===== config.mk =====
export PLATFORM = sky130hd
export DESIGN_NAME = theremin_pitch_to_duty
export DESIGN_NICKNAME = d
export VERILOG_FILES = /design/src/hdl/tpd_pkg.sv /design/src/hdl/tpd_smooth.sv /design/src/hdl/tpd_div.sv /design/src/hdl/theremin_pitch_to_duty.sv
export SDC_FILE = /design/constraint.sdc
export NUM_CORES = 1
export LEC_CHECK = 0
export ABC_AREA = 1
export BUFFER_PORTS_ARGS = -buffer_cell sky130_fd_sc_hd__buf_2
export CAP_MARGIN = 10
export CORE_AREA = 8 8 263 265
export DETAILED_ROUTE_END_ITERATION = 10
export DIE_AREA = 0 0 271 273
export GPL_ROUTABILITY_DRIVEN = 1
export GPL_TIMING_DRIVEN = 0
export HOLD_SLACK_MARGIN = 0.1
export PLACE_DENSITY = 0.7
export SYNTH_ARGS = -nofsm -noshare
export SYNTH_HDL_FRONTEND = slang
export SYNTH_SLANG_ARGS = --single-unit

===== constraint.sdc =====
create_clock -name clk -period 9.8 [get_ports clk]
set_clock_uncertainty 0.05 [all_clocks]
set_input_delay 0.49 -clock clk [delete_from_list [all_inputs] [get_ports clk]]
set_output_delay 0.49 -clock clk [all_outputs]
set_load 0.02 [all_outputs]

===== src/hdl/tpd_pkg.sv =====
// ----------------------------------------------------------------------------
// tpd_pkg
// Shared constants for the pitch-to-duty block: field widths, register
// indexes and reset values, and the sizes of the serial arithmetic units.
// ----------------------------------------------------------------------------
`default_nettype none

package tpd_pkg;

    localparam int FRAC_BITS_DEFAULT = 8;
    localparam int COUNT_W = 15;
    localparam int FREQ_OUT_W = 23;
    localparam int DUTY_W = 8;

    localparam int CFG_ADDR_W = 3;
    localparam int CFG_DATA_W = 16;

    localparam int WEIGHT_W = 9;
    localparam int WEIGHT_FULL = 256;
    localparam int WEIGHT_SHIFT = 8;

    localparam int GATE_W = 16;
    localparam int RUN_W = 8;
    localparam int MAP_W = 15;

    localparam int QUO_W = 8;
    localparam int NUM_W = MAP_W + QUO_W;

    localparam logic [CFG_ADDR_W-1:0] REG_ALPHA_FREQ = 3'd0;
    localparam logic [CFG_ADDR_W-1:0] REG_ALPHA_DELTA = 3'd1;
    localparam logic [CFG_ADDR_W-1:0] REG_STABLE_EPSILON = 3'd2;
    localparam logic [CFG_ADDR_W-1:0] REG_STABLE_TARGET = 3'd3;
    localparam logic [CFG_ADDR_W-1:0] REG_AUTO_BASE_ENABLE = 3'd4;
    localparam logic [CFG_ADDR_W-1:0] REG_DELTA_GATE = 3'd5;
    localparam logic [CFG_ADDR_W-1:0] REG_MAP_LOW = 3'd6;
    localparam logic [CFG_ADDR_W-1:0] REG_MAP_HIGH = 3'd7;

    localparam logic [WEIGHT_W-1:0] ALPHA_FREQ_RESET = 9'd128;
    localparam logic [WEIGHT_W-1:0] ALPHA_DELTA_RESET = 9'd154;
    localparam logic [GATE_W-1:0] STABLE_EPSILON_RESET = 16'd512;
    localparam logic [RUN_W-1:0] STABLE_TARGET_RESET = 8'd20;
    localparam logic AUTO_BASE_ENABLE_RESET = 1'b1;
    localparam logic [GATE_W-1:0] DELTA_GATE_RESET = 16'd1024;
    localparam logic [MAP_W-1:0] MAP_LOW_RESET = 15'd4;
    localparam logic [MAP_W-1:0] MAP_HIGH_RESET = 15'd20;

    localparam logic [RUN_W-1:0] RUN_MAX = 8'd255;
    localparam logic [DUTY_W-1:0] DUTY_MAX = 8'd255;

endpackage

`default_nettype wire


===== src/hdl/tpd_smooth.sv =====
// ----------------------------------------------------------------------------
// tpd_smooth
// Bit-serial exponential filter: y' = y + floor(w * (x - y) / 256), with the
// weight consumed one bit per cycle, most significant bit first.
// ----------------------------------------------------------------------------
`default_nettype none

module tpd_smooth #(
    parameter int VAL_W = tpd_pkg::COUNT_W + tpd_pkg::FRAC_BITS_DEFAULT
) (
    input  wire                            clk,
    input  wire                            rst_n,
    input  wire                            start,
    input  wire [tpd_pkg::WEIGHT_W-1:0]    weight,
    input  wire [VAL_W-1:0]                x,
    input  wire [VAL_W-1:0]                y,
    output logic                           done,
    output logic [VAL_W-1:0]               result
);

    localparam int WW = tpd_pkg::WEIGHT_W;
    localparam int AW = VAL_W + WW + 1;
    localparam int CNT_W = $clog2(WW);
    localparam logic [CNT_W-1:0] LAST_STEP = CNT_W'(WW - 1);
    localparam logic [WW-1:0] W_FULL = WW'(tpd_pkg::WEIGHT_FULL);

    logic                    busy_reg, busy_next;
    logic                    done_reg, done_next;
    logic [CNT_W-1:0]        cnt_reg, cnt_next;
    logic [WW-1:0]           w_reg, w_next;
    logic signed [VAL_W:0]   d_reg, d_next;
    logic [VAL_W-1:0]        y_reg, y_next;
    logic signed [AW-1:0]    acc_reg, acc_next;

    logic [WW-1:0]           w_sat;
    logic signed [AW-1:0]    d_ext;
    logic signed [VAL_W+1:0] acc_scaled;
    logic signed [VAL_W+1:0] sum;

    // Weights above full scale act as full scale.
    assign w_sat = (weight > W_FULL) ? W_FULL : weight;
    assign d_ext = {{(AW-VAL_W-1){d_reg[VAL_W]}}, d_reg};

    always_comb
    begin
        busy_next = busy_reg;
        done_next = 1'b0;
        cnt_next  = cnt_reg;
        w_next    = w_reg;
        d_next    = d_reg;
        y_next    = y_reg;
        acc_next  = acc_reg;
        if (start)
        begin
            busy_next = 1'b1;
            cnt_next  = '0;
            w_next    = w_sat;
            d_next    = $signed({1'b0, x}) - $signed({1'b0, y});
            y_next    = y;
            acc_next  = '0;
        end
        else if (busy_reg)
        begin
            acc_next = (acc_reg <<< 1) + (w_reg[WW-1] ? d_ext : '0);
            w_next   = {w_reg[WW-2:0], 1'b0};
            cnt_next = cnt_reg + 1'b1;
            if (cnt_reg == LAST_STEP)
            begin
                busy_next = 1'b0;
                done_next = 1'b1;
            end
        end
    end

    always_ff @(posedge clk or negedge rst_n)
    begin
        if (!rst_n)
        begin
            busy_reg <= 1'b0;
            done_reg <= 1'b0;
            cnt_reg  <= '0;
        end
        else
        begin
            busy_reg <= busy_next;
            done_reg <= done_next;
            cnt_reg  <= cnt_next;
        end
    end

    always_ff @(posedge clk)
    begin
        w_reg   <= w_next;
        d_reg   <= d_next;
        y_reg   <= y_next;
        acc_reg <= acc_next;
    end

    assign acc_scaled = acc_reg[AW-1:tpd_pkg::WEIGHT_SHIFT];
    assign sum        = $signed({2'b00, y_reg}) + acc_scaled;
    assign result     = sum[VAL_W-1:0];
    assign done       = done_reg;

endmodule

`default_nettype wire


===== src/hdl/tpd_div.sv =====
// ----------------------------------------------------------------------------
// tpd_div
// Restoring divider that yields one quotient bit per cycle. The caller
// guarantees that the quotient fits in QUO_W bits.
// ----------------------------------------------------------------------------
`default_nettype none

module tpd_div (
    input  wire                          clk,
    input  wire                          rst_n,
    input  wire                          start,
    input  wire [tpd_pkg::NUM_W-1:0]     num,
    input  wire [tpd_pkg::MAP_W-1:0]     den,
    output logic                         done,
    output logic [tpd_pkg::QUO_W-1:0]    quotient
);

    localparam int NW = tpd_pkg::NUM_W;
    localparam int QW = tpd_pkg::QUO_W;
    localparam int CNT_W = $clog2(QW);
    localparam logic [CNT_W-1:0] LAST_STEP = CNT_W'(QW - 1);

    logic              busy_reg, busy_next;
    logic              done_reg, done_next;
    logic [CNT_W-1:0]  cnt_reg, cnt_next;
    logic [NW-1:0]     rem_reg, rem_next;
    logic [NW-1:0]     dsh_reg, dsh_next;
    logic [QW-1:0]     q_reg, q_next;
    logic              fits;

    assign fits = (rem_reg >= dsh_reg);

    always_comb
    begin
        busy_next = busy_reg;
        done_next = 1'b0;
        cnt_next  = cnt_reg;
        rem_next  = rem_reg;
        dsh_next  = dsh_reg;
        q_next    = q_reg;
        if (start)
        begin
            busy_next = 1'b1;
            cnt_next  = '0;
            rem_next  = num;
            dsh_next  = {{(NW-tpd_pkg::MAP_W){1'b0}}, den} << (QW - 1);
            q_next    = '0;
        end
        else if (busy_reg)
        begin
            rem_next = fits ? (rem_reg - dsh_reg) : rem_reg;
            q_next   = {q_reg[QW-2:0], fits};
            dsh_next = dsh_reg >> 1;
            cnt_next = cnt_reg + 1'b1;
            if (cnt_reg == LAST_STEP)
            begin
                busy_next = 1'b0;
                done_next = 1'b1;
            end
        end
    end

    always_ff @(posedge clk or negedge rst_n)
    begin
        if (!rst_n)
        begin
            busy_reg <= 1'b0;
            done_reg <= 1'b0;
            cnt_reg  <= '0;
        end
        else
        begin
            busy_reg <= busy_next;
            done_reg <= done_next;
            cnt_reg  <= cnt_next;
        end
    end

    always_ff @(posedge clk)
    begin
        rem_reg <= rem_next;
        dsh_reg <= dsh_next;
        q_reg   <= q_next;
    end

    assign done     = done_reg;
    assign quotient = q_reg;

endmodule

`default_nettype wire


===== src/hdl/theremin_pitch_to_duty.sv =====
// ----------------------------------------------------------------------------
// theremin_pitch_to_duty
// Smooths a pulse count, tracks stability, maintains a baseline and maps the
// smoothed baseline difference onto an 8-bit duty value.
//
//   Channel   Handshake               Payload
//   input     in_valid / in_ready     pulse_count, capture_base
//   output    out_valid / out_ready   duty, is_stable, filtered_freq,
//                                     baseline_freq
//   config    cfg_we                  cfg_addr, cfg_wdata
//
// Each item makes two passes through the 9-step serial filter multiplier and,
// unless the map bounds settle the duty, one pass through the 8-step divider.
// Items are processed one at a time; in_ready is high only while idle.
// The finished result sits in an output register, so the next item may be
// taken while it waits; a stalled output holds the block before its load.
// Reset clears all filter state and loads the register defaults.
// ----------------------------------------------------------------------------
`default_nettype none

module theremin_pitch_to_duty #(
    parameter int FRAC_BITS = tpd_pkg::FRAC_BITS_DEFAULT
) (
    input  wire                               clk,
    input  wire                               rst_n,
    input  wire                               in_valid,
    output logic                              in_ready,
    input  wire [tpd_pkg::COUNT_W-1:0]        pulse_count,
    input  wire                               capture_base,
    output logic                              out_valid,
    input  wire                               out_ready,
    output logic [tpd_pkg::DUTY_W-1:0]        duty,
    output logic                              is_stable,
    output logic [tpd_pkg::FREQ_OUT_W-1:0]    filtered_freq,
    output logic [tpd_pkg::FREQ_OUT_W-1:0]    baseline_freq,
    input  wire                               cfg_we,
    input  wire [tpd_pkg::CFG_ADDR_W-1:0]     cfg_addr,
    input  wire [tpd_pkg::CFG_DATA_W-1:0]     cfg_wdata
);

    localparam int VAL_W = tpd_pkg::COUNT_W + FRAC_BITS;
    localparam int OW = tpd_pkg::FREQ_OUT_W;
    localparam int MW = tpd_pkg::MAP_W;
    localparam int NW = tpd_pkg::NUM_W;
    localparam int QW = tpd_pkg::QUO_W;

    localparam logic [3:0] S_IDLE  = 4'd0;
    localparam logic [3:0] S_FREQ  = 4'd1;
    localparam logic [3:0] S_STAB  = 4'd2;
    localparam logic [3:0] S_DIFF  = 4'd3;
    localparam logic [3:0] S_DELTA = 4'd4;
    localparam logic [3:0] S_MAP   = 4'd5;
    localparam logic [3:0] S_SCALE = 4'd6;
    localparam logic [3:0] S_DIV   = 4'd7;
    localparam logic [3:0] S_OUT   = 4'd8;

    logic [tpd_pkg::WEIGHT_W-1:0] alpha_freq_reg, alpha_delta_reg;
    logic [tpd_pkg::GATE_W-1:0]   stable_epsilon_reg, delta_gate_reg;
    logic [tpd_pkg::RUN_W-1:0]    stable_target_reg;
    logic                         auto_base_enable_reg;
    logic [MW-1:0]                map_low_reg, map_high_reg;

    logic [3:0]                   state_reg, state_next;
    logic [VAL_W-1:0]             freq_filter_reg, freq_filter_next;
    logic [VAL_W-1:0]             previous_freq_reg, previous_freq_next;
    logic [VAL_W-1:0]             baseline_reg, baseline_next;
    logic [VAL_W-1:0]             delta_filter_reg, delta_filter_next;
    logic [tpd_pkg::RUN_W-1:0]    stable_run_reg, stable_run_next;
    logic                         capture_reg, capture_next;
    logic                         stable_reg, stable_next;
    logic [MW-1:0]                span_reg, span_next;
    logic [MW-1:0]                den_reg, den_next;
    logic [tpd_pkg::DUTY_W-1:0]   duty_reg, duty_next;
    logic                         out_valid_reg, out_valid_next;
    logic [tpd_pkg::DUTY_W-1:0]   out_duty_reg, out_duty_next;
    logic                         out_stable_reg, out_stable_next;
    logic [OW-1:0]                out_freq_reg, out_freq_next;
    logic [OW-1:0]                out_base_reg, out_base_next;

    logic                         accept;
    logic                         smooth_start, smooth_done;
    logic [tpd_pkg::WEIGHT_W-1:0] smooth_w;
    logic [VAL_W-1:0]             smooth_x, smooth_y, smooth_result;
    logic                         div_start, div_done;
    logic [QW-1:0]                div_quotient;

    logic [VAL_W-1:0]             sample;
    logic [VAL_W-1:0]             change;
    logic [VAL_W-1:0]             diff;
    logic                         gate_hit, small_change, run_stable;
    logic [tpd_pkg::RUN_W-1:0]    run_inc;
    logic [MW-1:0]                level;
    logic [NW-1:0]                scaled, limit;
    logic [VAL_W+OW-1:0]          freq_wide, base_wide;

    assign in_ready = (state_reg == S_IDLE);
    assign accept   = in_valid && in_ready;
    assign sample   = {pulse_count, {FRAC_BITS{1'b0}}};

    always_ff @(posedge clk or negedge rst_n)
    begin
        if (!rst_n)
        begin
            alpha_freq_reg       <= tpd_pkg::ALPHA_FREQ_RESET;
            alpha_delta_reg      <= tpd_pkg::ALPHA_DELTA_RESET;
            stable_epsilon_reg   <= tpd_pkg::STABLE_EPSILON_RESET;
            stable_target_reg    <= tpd_pkg::STABLE_TARGET_RESET;
            auto_base_enable_reg <= tpd_pkg::AUTO_BASE_ENABLE_RESET;
            delta_gate_reg       <= tpd_pkg::DELTA_GATE_RESET;
            map_low_reg          <= tpd_pkg::MAP_LOW_RESET;
            map_high_reg         <= tpd_pkg::MAP_HIGH_RESET;
        end
        else if (cfg_we)
        begin
            case (cfg_addr)
                tpd_pkg::REG_ALPHA_FREQ:
                    alpha_freq_reg <= cfg_wdata[tpd_pkg::WEIGHT_W-1:0];
                tpd_pkg::REG_ALPHA_DELTA:
                    alpha_delta_reg <= cfg_wdata[tpd_pkg::WEIGHT_W-1:0];
                tpd_pkg::REG_STABLE_EPSILON:
                    stable_epsilon_reg <= cfg_wdata[tpd_pkg::GATE_W-1:0];
                tpd_pkg::REG_STABLE_TARGET:
                    stable_target_reg <= cfg_wdata[tpd_pkg::RUN_W-1:0];
                tpd_pkg::REG_AUTO_BASE_ENABLE:
                    auto_base_enable_reg <= cfg_wdata[0];
                tpd_pkg::REG_DELTA_GATE:
                    delta_gate_reg <= cfg_wdata[tpd_pkg::GATE_W-1:0];
                tpd_pkg::REG_MAP_LOW:
                    map_low_reg <= cfg_wdata[MW-1:0];
                tpd_pkg::REG_MAP_HIGH:
                    map_high_reg <= cfg_wdata[MW-1:0];
                default:
                    ;
            endcase
        end
    end

    // The filter unit serves the frequency pass on transfer and the delta pass later.
    assign smooth_start = accept || (state_reg == S_DIFF);
    assign smooth_w     = accept ? alpha_freq_reg : alpha_delta_reg;
    assign smooth_x     = accept ? sample : diff;
    assign smooth_y     = accept ? freq_filter_reg : delta_filter_reg;

    tpd_smooth #(
        .VAL_W (VAL_W)
    ) u_smooth (
        .clk    (clk),
        .rst_n  (rst_n),
        .start  (smooth_start),
        .weight (smooth_w),
        .x      (smooth_x),
        .y      (smooth_y),
        .done   (smooth_done),
        .result (smooth_result)
    );

    tpd_div u_div (
        .clk      (clk),
        .rst_n    (rst_n),
        .start    (div_start),
        .num      (scaled),
        .den      (den_reg),
        .done     (div_done),
        .quotient (div_quotient)
    );

    assign change = (freq_filter_reg >= previous_freq_reg)
                    ? (freq_filter_reg - previous_freq_reg)
                    : (previous_freq_reg - freq_filter_reg);
    assign gate_hit     = (delta_filter_reg >= VAL_W'(delta_gate_reg));
    assign small_change = (change < VAL_W'(stable_epsilon_reg));
    assign run_inc      = (stable_run_reg == tpd_pkg::RUN_MAX)
                          ? stable_run_reg : (stable_run_reg + 1'b1);
    assign run_stable   = !gate_hit && small_change && (run_inc >= stable_target_reg);

    assign diff  = (baseline_reg > freq_filter_reg) ? (baseline_reg - freq_filter_reg) : '0;
    assign level = delta_filter_reg[VAL_W-1:FRAC_BITS];

    // The span times 255, compared with the span of the map range times 256.
    assign scaled    = {span_reg, {QW{1'b0}}} - {{QW{1'b0}}, span_reg};
    assign limit     = {den_reg, {QW{1'b0}}};
    assign div_start = (state_reg == S_SCALE) && (scaled < limit);

    assign freq_wide = {{OW{1'b0}}, freq_filter_reg};
    assign base_wide = {{OW{1'b0}}, baseline_reg};

    always_comb
    begin
        state_next         = state_reg;
        freq_filter_next   = freq_filter_reg;
        previous_freq_next = previous_freq_reg;
        baseline_next      = baseline_reg;
        delta_filter_next  = delta_filter_reg;
        stable_run_next    = stable_run_reg;
        capture_next       = capture_reg;
        stable_next        = stable_reg;
        span_next          = span_reg;
        den_next           = den_reg;
        duty_next          = duty_reg;
        out_valid_next     = out_valid_reg && !out_ready;
        out_duty_next      = out_duty_reg;
        out_stable_next    = out_stable_reg;
        out_freq_next      = out_freq_reg;
        out_base_next      = out_base_reg;
        case (state_reg)
            S_IDLE:
            begin
                if (accept)
                begin
                    capture_next = capture_base;
                    state_next   = S_FREQ;
                end
            end
            S_FREQ:
            begin
                if (smooth_done)
                begin
                    freq_filter_next = smooth_result;
                    state_next       = S_STAB;
                end
            end
            S_STAB:
            begin
                if (!gate_hit && small_change)
                begin
                    stable_run_next = run_inc;
                end
                else
                begin
                    stable_run_next = '0;
                end
                stable_next        = run_stable;
                previous_freq_next = freq_filter_reg;
                if (capture_reg)
                begin
                    baseline_next   = freq_filter_reg;
                    stable_run_next = '0;
                end
                if (run_stable && auto_base_enable_reg)
                begin
                    baseline_next = freq_filter_reg;
                end
                state_next = S_DIFF;
            end
            S_DIFF:
            begin
                state_next = S_DELTA;
            end
            S_DELTA:
            begin
                if (smooth_done)
                begin
                    delta_filter_next = smooth_result;
                    state_next        = S_MAP;
                end
            end
            S_MAP:
            begin
                span_next = level - map_low_reg;
                den_next  = map_high_reg - map_low_reg;
                if ((map_high_reg <= map_low_reg) || (level <= map_low_reg))
                begin
                    duty_next  = '0;
                    state_next = S_OUT;
                end
                else
                begin
                    state_next = S_SCALE;
                end
            end
            S_SCALE:
            begin
                if (div_start)
                begin
                    state_next = S_DIV;
                end
                else
                begin
                    duty_next  = tpd_pkg::DUTY_MAX;
                    state_next = S_OUT;
                end
            end
            S_DIV:
            begin
                if (div_done)
                begin
                    duty_next  = div_quotient;
                    state_next = S_OUT;
                end
            end
            S_OUT:
            begin
                if (!out_valid_reg || out_ready)
                begin
                    out_valid_next  = 1'b1;
                    out_duty_next   = duty_reg;
                    out_stable_next = stable_reg;
                    out_freq_next   = freq_wide[OW-1:0];
                    out_base_next   = base_wide[OW-1:0];
                    state_next      = S_IDLE;
                end
            end
            default:
            begin
                state_next = S_IDLE;
            end
        endcase
    end

    always_ff @(posedge clk or negedge rst_n)
    begin
        if (!rst_n)
        begin
            state_reg         <= S_IDLE;
            freq_filter_reg   <= '0;
            previous_freq_reg <= '0;
            baseline_reg      <= '0;
            delta_filter_reg  <= '0;
            stable_run_reg    <= '0;
            out_valid_reg     <= 1'b0;
        end
        else
        begin
            state_reg         <= state_next;
            freq_filter_reg   <= freq_filter_next;
            previous_freq_reg <= previous_freq_next;
            baseline_reg      <= baseline_next;
            delta_filter_reg  <= delta_filter_next;
            stable_run_reg    <= stable_run_next;
            out_valid_reg     <= out_valid_next;
        end
    end

    always_ff @(posedge clk)
    begin
        capture_reg    <= capture_next;
        stable_reg     <= stable_next;
        span_reg       <= span_next;
        den_reg        <= den_next;
        duty_reg       <= duty_next;
        out_duty_reg   <= out_duty_next;
        out_stable_reg <= out_stable_next;
        out_freq_reg   <= out_freq_next;
        out_base_reg   <= out_base_next;
    end

    assign out_valid     = out_valid_reg;
    assign duty          = out_duty_reg;
    assign is_stable     = out_stable_reg;
    assign filtered_freq = out_freq_reg;
    assign baseline_freq = out_base_reg;

endmodule

`default_nettype wire


* Word level (Yosys, flattened, before mapping)
Index checks and enable logic that the tools add are counted.
** Storage, ports and cells
- Word-level logic and storage cells :: 170
- Bits in registers :: 440
- Output and inout port bits :: 57
- Input port bits :: 40
** Cells by class
- Magnitude comparators :: 10
- Eq/ne operators :: 25
- Reduce and logical (&&, ||, !) cells :: 35
- $add $sub $neg :: 13
- Muxes and demuxes :: 49
** Operators by type and width (count)
- two-way mux 23 bit :: 9
- subtractor 23 bit :: 3
- two-way mux 8 bit :: 6
- two-way mux 22 bit :: 2
- two-way mux 4 bit :: 9
- two-way mux 9 bit :: 4
- one-hot mux 4 bit (9 select lines) :: 1
- adder 31 bit :: 1
- two-way mux 31 bit :: 1
- <= comparator 15 bit :: 2
- subtractor 15 bit :: 2
- AND reduction 2 bit :: 14
- one-hot mux 8 bit (3 select lines) :: 1
- subtractor 23 x 23 -> 24 bit :: 1
- adder 23 bit :: 1
- greater-or-equal comparator 23 x 16 -> 1 bit :: 1
- greater-or-equal comparator 23 x 22 -> 1 bit :: 1
- greater-or-equal comparator 23 bit :: 1
- > comparator 23 bit :: 1
- < comparator 23 x 16 -> 1 bit :: 1
- < comparator 23 bit :: 1
- subtractor 23 x 15 -> 23 bit :: 1
- subtractor 23 x 22 -> 23 bit :: 1
- == test 4 x 3 -> 1 bit, second input constant :: 4
- 25 further kinds :: 63

* Logic depth before layout (Yosys ltp)
Gate-level depths: netlist (run 1).
- Depth in word-level cells :: 8
- Depth in mapped cells :: 32

* Modules after synthesis
Synthesis (run 1) repeated with hierarchy kept, for this count alone.
** Unflattened totals
- Cells, all modules :: 4083
- Area total of the unflattened synthesis :: 30496.7 um^2
** By module, submodules not included
- theremin_pitch_to_duty :: instances 1, cells each 2308, area each 18333.8 um^2
- tpd_smooth :: instances 1, cells each 1197, area each 8140.3 um^2
- tpd_div :: instances 1, cells each 578, area each 4022.6 um^2

* Worst setup path before layout (run 1)
Ideal clock, no wire load.
- Path kind :: register -> register
- Start :: register span_reg[0]
- End :: register u_div.rem_reg[0] (enable)
- Library setup time :: 380 ps
- Clock period less this slack :: 4224 ps
- Stages on the path, launching flop included :: 21
- Path slack :: 5576 ps
- Data arrival time :: 3794 ps
- Cell sequence :: edfxtp_1 inv_1 ha_1 nand2_1 nor2_1 nand3_1 nor3_2 nand3_1 o21ai_0 nand3_1 o21bai_1 xor2_1 ha_1 a21oi_1 nor2_1 a211oi_1 o221a_2 nand4_2 buf_2 buf_2 nand2_1
** On the way
- Word-level cells in the longest chain between the ends :: 5
** RTL lines
- start: declaration :: RTL line theremin_pitch_to_duty.sv:71 : logic [MW-1:0] span_reg, span_next;
- start signal: assignment :: RTL line theremin_pitch_to_duty.sv:338 : span_reg <= span_next;
- subtractor 23 x 15 -> 23 bit * :: RTL line theremin_pitch_to_duty.sv:180 : assign scaled = {span_reg, {QW{1'b0}}} - {{QW{1'b0}}, span_reg};
- < comparator 23 bit * :: RTL line theremin_pitch_to_duty.sv:182 : assign div_start = (state_reg == S_SCALE) && (scaled < limit);
- logical AND 1 bit * :: RTL line theremin_pitch_to_duty.sv:182
- nonzero test 2 bit (no line)
- AND reduction 2 bit (no line) *
- end signal: assignment :: RTL line tpd_div.sv:81 : rem_reg <= rem_next;
- end: declaration :: RTL line tpd_div.sv:26 : logic [NW-1:0] rem_reg, rem_next;
Every way passes the cells marked *; elsewhere a longest branch is shown, timed or not.
A chain may end at the register's enable or synchronous reset.

* Worst setup path in the final report (run 1)
- Start :: register state_reg[3]
- End :: register u_smooth.d_reg[22], data pin
** On the way
- Word-level cells in the longest chain between the ends :: 4
** RTL lines
- start: declaration :: RTL line theremin_pitch_to_duty.sv:63 : logic [3:0] state_reg, state_next;
- start signal: assignment :: RTL line theremin_pitch_to_duty.sv:324 : state_reg <= state_next;
- logical NOT 4 bit * :: RTL line theremin_pitch_to_duty.sv:96 : assign in_ready = (state_reg == S_IDLE);
- logical AND 1 bit * :: RTL line theremin_pitch_to_duty.sv:97 : assign accept = in_valid && in_ready;
- two-way mux 23 bit (on tied branches) :: RTL line theremin_pitch_to_duty.sv:141, theremin_pitch_to_duty.sv:142
- subtractor 23 x 23 -> 24 bit * :: RTL line tpd_smooth.sv:58 : d_next = $signed({1'b0, x}) - $signed({1'b0, y});
- end signal: assignment :: RTL line tpd_smooth.sv:94 : d_reg <= d_next;
- end: declaration :: RTL line tpd_smooth.sv:31 : logic signed [VAL_W:0] d_reg, d_next;
Marked as above.

==> results.sh, run 1 <==
export IMPL_status="finished, final reports clean"
export IMPL_drt_initial_drc_count=1950
export IMPL_cts_max_level=2
export IMPL_reg2reg_from="state_reg[3]$_DFFE_PN0P_"
export IMPL_endpoint_kind="flop"
export IMPL_worstHoldStart="cfg_wdata[15]"
export IMPL_drc=0
export IMPL_n_fill_cell=6315
export IMPL_cp_slowest_cell="buf_1"
export IMPL_setup_tns_ps=0
export IMPL_drv_slew=0
export IMPL_crit_start="state_reg[3]$_DFFE_PN0P_"
export IMPL_hpwl_mm=66.87
export IMPL_synth_top_area_cell="edfxtp_1"
export IMPL_largest_register_ff_count=31
export IMPL_finalCritPeriodShare_pct=55.59
export IMPL_gp_congestion=1.012
export IMPL_grt_overflow=0
export IMPL_multi_input_area_um2=14770
export IMPL_cts_tree="yes"
export IMPL_die_w_um=271
export IMPL_cts_sinks=440
export IMPL_hold_path_class="in2reg"
export IMPL_maxCapViolCount=0
export IMPL_ys_top_cells_by_count="nand2_1 (912), inv_1 (562), o21ai_0 (349)"
export IMPL_root_buffer="clkbuf_16"
export IMPL_synth_async_reset_ratio_pct=46.59
export IMPL_portBuffers=96
export IMPL_cts_clk_slew_worst_paths_ps=60
export IMPL_synth_cell_types=60
export IMPL_period_needed_ps=5448
export IMPL_cpMostUsedCell="nand2_1"
export IMPL_clk_latency_ps=630
export IMPL_ioPinCount=97
export IMPL_synth_area_leaders="edfxtp_1 (20%), dfrtp_1 (17%), nand2_1 (12%)"
export IMPL_slew_headroom_pct=24.76
export IMPL_seq_area_frac_synth_pct=40.49
export IMPL_synthToLayoutAreaGrowth_pct=11.80
export IMPL_cts_buffer_depth=3
export IMPL_firstDrtPassIters=6
export IMPL_grt_max_degree=117
export IMPL_synth_seq_cells=440
export IMPL_synth_edf_count=189
export IMPL_synth_most_common_cell="nand2_1"
export IMPL_crit_path_cell_trace="nor2_1 > inv_1 > nor2_1 > nand2_2 > inv_1 > buf_2 > buf_1 > nand2_1 > o21ai_0 > ha_1 > a21oi_1 > inv_1 > o21ai_0 > o211ai_1 > a21oi_1 > inv_1 > nand2_1 > nand2_1 > nand2_1 > nand2_1 > nand2_1 > nand2_1 > a21oi_1 > xnor2_1"
export IMPL_finalSetupViolCount=0
export IMPL_postSynthCellCount=3665
export IMPL_final_nets=4130
export IMPL_rows=94
export IMPL_critPathMaxFanout=10
export IMPL_rsz0062_at_grt="false"
export IMPL_core_um2=65040
export IMPL_synth_nets=3974
export IMPL_synth_top_area_share_pct=19.57
export IMPL_die_area_um2=73980
export IMPL_grt_first_pass_wirelength_mm=131.8
export IMPL_cts_resized=0
export IMPL_hold_buffers=4
export IMPL_yosysWarnings=0
export IMPL_viasPerCell=5.254
export IMPL_grt_pass1_vias=24180
export IMPL_routedWlPerCell_um=17.88
export IMPL_worstMarginPinSlew_ps=1124
export IMPL_regArea_um2=11740
export IMPL_num_antenna_cells=0
export IMPL_initial_core_util_pct=44.59
export IMPL_avgSynthCellArea_um2=7.913
export IMPL_die_y_um=273
export IMPL_cp_start_kind="flop"
export IMPL_grt_use_total_pct=22.17
export IMPL_fmax_ghz=0.1835
export IMPL_ant_nets=0
export IMPL_antenna_found_initial=0
export IMPL_drive_gt1_share_pct=7.119
export IMPL_vias=24830
export IMPL_setup_worst_path_class="reg2reg"
export IMPL_synth_ff_type="dfrtp_1"
export IMPL_numCtsBuffers=50
export IMPL_worst_endpoint_arrival_ps=5720
export IMPL_final_hold_viol_count=0
export IMPL_syn_area_um2=29000
export IMPL_wirelength_mm=84.52
export IMPL_cts_setup_buffers=0
export IMPL_required_ps=10080
export IMPL_cpPeakStageDelay_ps=670
cell families after synthesis:
logic type      share of synthesized area [%]
compound gates                          13.83
fa+ha+maj                               11.84
simple gates                            20.35
buf+inv                                 8.633
mux                                    0.2071
xor+xnor                                4.651
flops                                   40.49
layer usage:
metal  vias to the layer above  part of all wire (%)  global-route usage, %
met5                         -                     0                      0
met4                         0                   4.2                  8.833
met3                       142                   5.1                  2.946
met2                       638                    46                  37.02
met1                     11640                    44                  29.01
li1                      12410                     -                      -
worst max-delay path, delay by kind of cell, from the launching register on:
family	cells	cell delay, ps
buffers and inverters	6	1620
AND/OR/NAND/NOR	10	1510
AO/OA/AOI/OAI	6	1130
flip-flops	1	410
adder cells (fa/ha/maj)	1	340
XOR/XNOR	1	110
stage by stage:
| step | worst slack, ps | area (um2) | std cells | hold slack, ps | utilization (%) |
|---|---|---|---|---|---|
| floorplan | 5576 | 29000 | 3665 | 144.4 | - |
| global placement | 4045 | 30560 | 4625 | 350.4 | 46.99 |
| detailed placement | 4295 | 30670 | 4629 | 354.5 | 47.16 |
| CTS | 4284 | 32420 | 4727 | 127.4 | 49.85 |
| global route | 3936 | 32420 | 4727 | 172.4 | 49.85 |
| finish | 4352 | 32420 | 4727 | 168.4 | 49.85 |
cells in the final DEF, fill, tap and decap left out, types with 34 or more instances in the layout:
cell type	count
a21oi_1	235
buf_2	104
clkbuf_1	64
clkbuf_16	52
dfrtp_1	192
dfxtp_1	46
edfxtp_1	189
ha_1	260
inv_1	562
nand2_1	912
nand3_1	163
nor2_1	203
o211ai_1	34
o21ai_0	349
xnor2_1	58
xor2_1	96
layout make-up:
| cell class | instances | area share [%] |
|---|---|---|
| clock inverters | 30 | 1.034 |
| inverters | 570 | 6.598 |
| multi-input cells | 2576 | 45.54 |
| flip-flops and latches | 440 | 36.21 |
| plain buffers | 79 | 1.127 |
| repair buffers | 104 | 1.906 |
| well taps | 864 | 3.334 |
| clock buffers | 64 | 4.245 |
worst paths after layout:
check | cells after the start | slack [ps] | to
hold / removal | 3 | 170 | delta_gate_reg[15]$_DFFE_PN0P_
setup / recovery | 24 | 4350 | u_smooth.d_reg[22]$_DFFE_PN_
min in group asynchronous | 2 | 450 | stable_run_reg[6]$_DFFE_PN0P_
hold reg to reg | 0 | 370 | is_stable$_DFFE_PP_
max in group asynchronous | 3 | 8170 | u_smooth.busy_reg$_DFF_PN0_
setup reg to reg | 24 | 4350 | u_smooth.d_reg[22]$_DFFE_PN_
Power of run 1 is left out: the tool's default activity adds up to more than one toggle a clock period on the data nets, which glitch-free logic cannot reach.
==> run 2, diff against run 1 <==
==> constraint.sdc (replaced) <==
create_clock -name clk -period 5.6 [get_ports clk]
set_clock_uncertainty 0.05 [all_clocks]
set_input_delay 0.28 -clock clk [delete_from_list [all_inputs] [get_ports clk]]
set_output_delay 0.28 -clock clk [all_outputs]
set_load 0.02 [all_outputs]
==> results.sh, run 2 (same netlist as run 1, synthesis figures left out) <==
export IMPL_grt_overflow=0
export IMPL_initial_core_util_pct=44.59
export IMPL_cp_start_kind="flop"
export IMPL_clk_latency_ps=630
export IMPL_core_um2=65040
export IMPL_fmax_ghz=0.1913
export IMPL_regArea_um2=11750
export IMPL_vias=24980
export IMPL_gp_congestion=1.012
export IMPL_root_buffer="clkbuf_16"
export IMPL_regToRegEndpoint="u_smooth.d_reg[23]$_DFFE_PN_"
export IMPL_status="finished, final reports clean"
export IMPL_hold_depth=3
export IMPL_viasPerCell=5.267
export IMPL_ioPinCount=97
export IMPL_required_ps=5880
export IMPL_cts_clk_slew_worst_paths_ps=60
export IMPL_die_area_um2=73980
export IMPL_worst_endpoint_arrival_ps=5510
export IMPL_cts_buffer_depth=3
export IMPL_final_hold_viol_count=0
export IMPL_firstDrtPassIters=6
export IMPL_n_fill_cell=6304
export IMPL_finalSetupViolCount=0
export IMPL_reg2reg_from="freq_filter_reg[4]$_DFFE_PN0P_"
export IMPL_layout_commonest_cell="nand2_1"
export IMPL_rsz0062_at_grt="false"
export IMPL_final_nets=4145
export IMPL_setup_worst_path_class="reg2reg"
export IMPL_cts_sinks=440
export IMPL_cts_setup_buffers=0
export IMPL_drt_initial_drc_count=1995
export IMPL_ff2ff_path_depth=27
export IMPL_routedWlPerCell_um=17.84
export IMPL_worstHoldStart="cfg_wdata[3]"
export IMPL_maxCapViolCount=0
export IMPL_drive_gt1_share_pct=7.272
export IMPL_hold_path_class="in2reg"
export IMPL_grt_first_pass_wirelength_mm=132.1
export IMPL_drv_slew=0
export IMPL_pre_cts_slack_ps=94.54
export IMPL_ant_nets=0
export IMPL_crit_start="freq_filter_reg[4]$_DFFE_PN0P_"
export IMPL_critPathMaxFanout=10
export IMPL_largest_register_ff_count=31
export IMPL_layout_common_cells="nand2_1 (911), inv_1 (562), o21ai_0 (349)"
export IMPL_synthToLayoutAreaGrowth_pct=12.38
export IMPL_grt_pass1_vias=24260
export IMPL_grt_use_total_pct=22.20
export IMPL_wirelength_mm=84.62
export IMPL_grt_max_degree=117
export IMPL_multi_input_area_um2=14770
export IMPL_hpwl_mm=66.87
export IMPL_antenna_found_initial=0
export IMPL_portBuffers=96
export IMPL_drc=0
export IMPL_numCtsBuffers=50
export IMPL_endpoint_kind="flop"
export IMPL_die_w_um=271
export IMPL_period_needed_ps=5226
export IMPL_ff2ff_setup_slack_ps=370
export IMPL_worstMarginPinSlew_ps=1133
export IMPL_slew_headroom_pct=24.17
export IMPL_setup_slack_ps=373.7
export IMPL_finalCritPeriodShare_pct=93.33
export IMPL_die_y_um=273
export IMPL_hold_end="map_high_reg[3]$_DFFE_PN0P_"
export IMPL_num_antenna_cells=0
export IMPL_cts_tree="yes"
export IMPL_rows=94
export IMPL_cts_max_level=2
run 2: worst max-delay path, cell delays in order, from the launching register on:
cell	delay, ps
dfrtp_1	630
inv_1	170
ha_1	400
nand2_1	120
nor2_1	50
nand2_1	50
o211ai_1	130
nand3_1	100
nand2_1	150
nand4_1	110
o211ai_1	90
nand2_1	240
clkbuf_1	400
nor2_1	140
ha_1	380
nand3_1	100
nand2_1	110
a21oi_1	70
o21bai_1	360
a21oi_1	120
o21bai_1	300
nand2_1	110
nand2_1	140
nand2_1	70
nand2_1	90
nand3_1	70
nand2_1	90
a21oi_1	90
run 2: routing by layer:
metal	routed length [um]	global-route usage (%)	up-vias
li1	-	-	12450
met1	37450	29.04	11690
met2	39120	37.05	693
met3	4491	2.954	151
met4	3562	8.932	0
met5	0	0	-
run 2: what timing repair did:
action                                 in CTS  in global routing
hold buffers                               20                  0
setup endpoints to repair                   0                 44
endpoints found under the hold margin     132                  0
resized for setup                           0                  7
run 2: area by class of cell:
| cell class | instances | share of cell area [%] |
|---|---|---|
| Inverter | 570 | 6.565 |
| Timing Repair Buffer | 120 | 2.388 |
| Tap cell | 864 | 3.317 |
| Clock inverter | 30 | 1.029 |
| Sequential cell | 440 | 36.05 |
| Clock buffer | 64 | 4.223 |
| Buffer | 78 | 1.109 |
| Multi-Input combinational cell | 2576 | 45.32 |
run 2: worst max path at each step:
stage                     slack [ps]                            to  cells past startpoint
after global placement          -160    filtered_freq[6]$_DFFE_PP_                      3
after floorplan                 1380    u_div.rem_reg[0]$_DFFE_PP_                     20
final                            370  u_smooth.d_reg[23]$_DFFE_PN_                     27
after CTS                         80   u_div.rem_reg[18]$_DFFE_PP_                     20
after detailed placement          90   u_div.rem_reg[15]$_DFFE_PP_                     20
after global routing              10   baseline_reg[8]$_DFFE_PN0P_                     28
run 2: per-stage QoR:
stage	utilization, %	setup TNS, ps	hold WS [ps]	instance area (um2)	std cells
finish	50.11	0	107.7	32590	4742
global route	50.11	0	113.9	32590	4742
CTS	50.10	0	102.0	32590	4743
detailed placement	47.16	0	303.8	30670	4629
global placement	46.99	-7484	350.4	30560	4625
floorplan	-	0	-65.59	29000	3665
Power of run 2 is left out for the same reason.
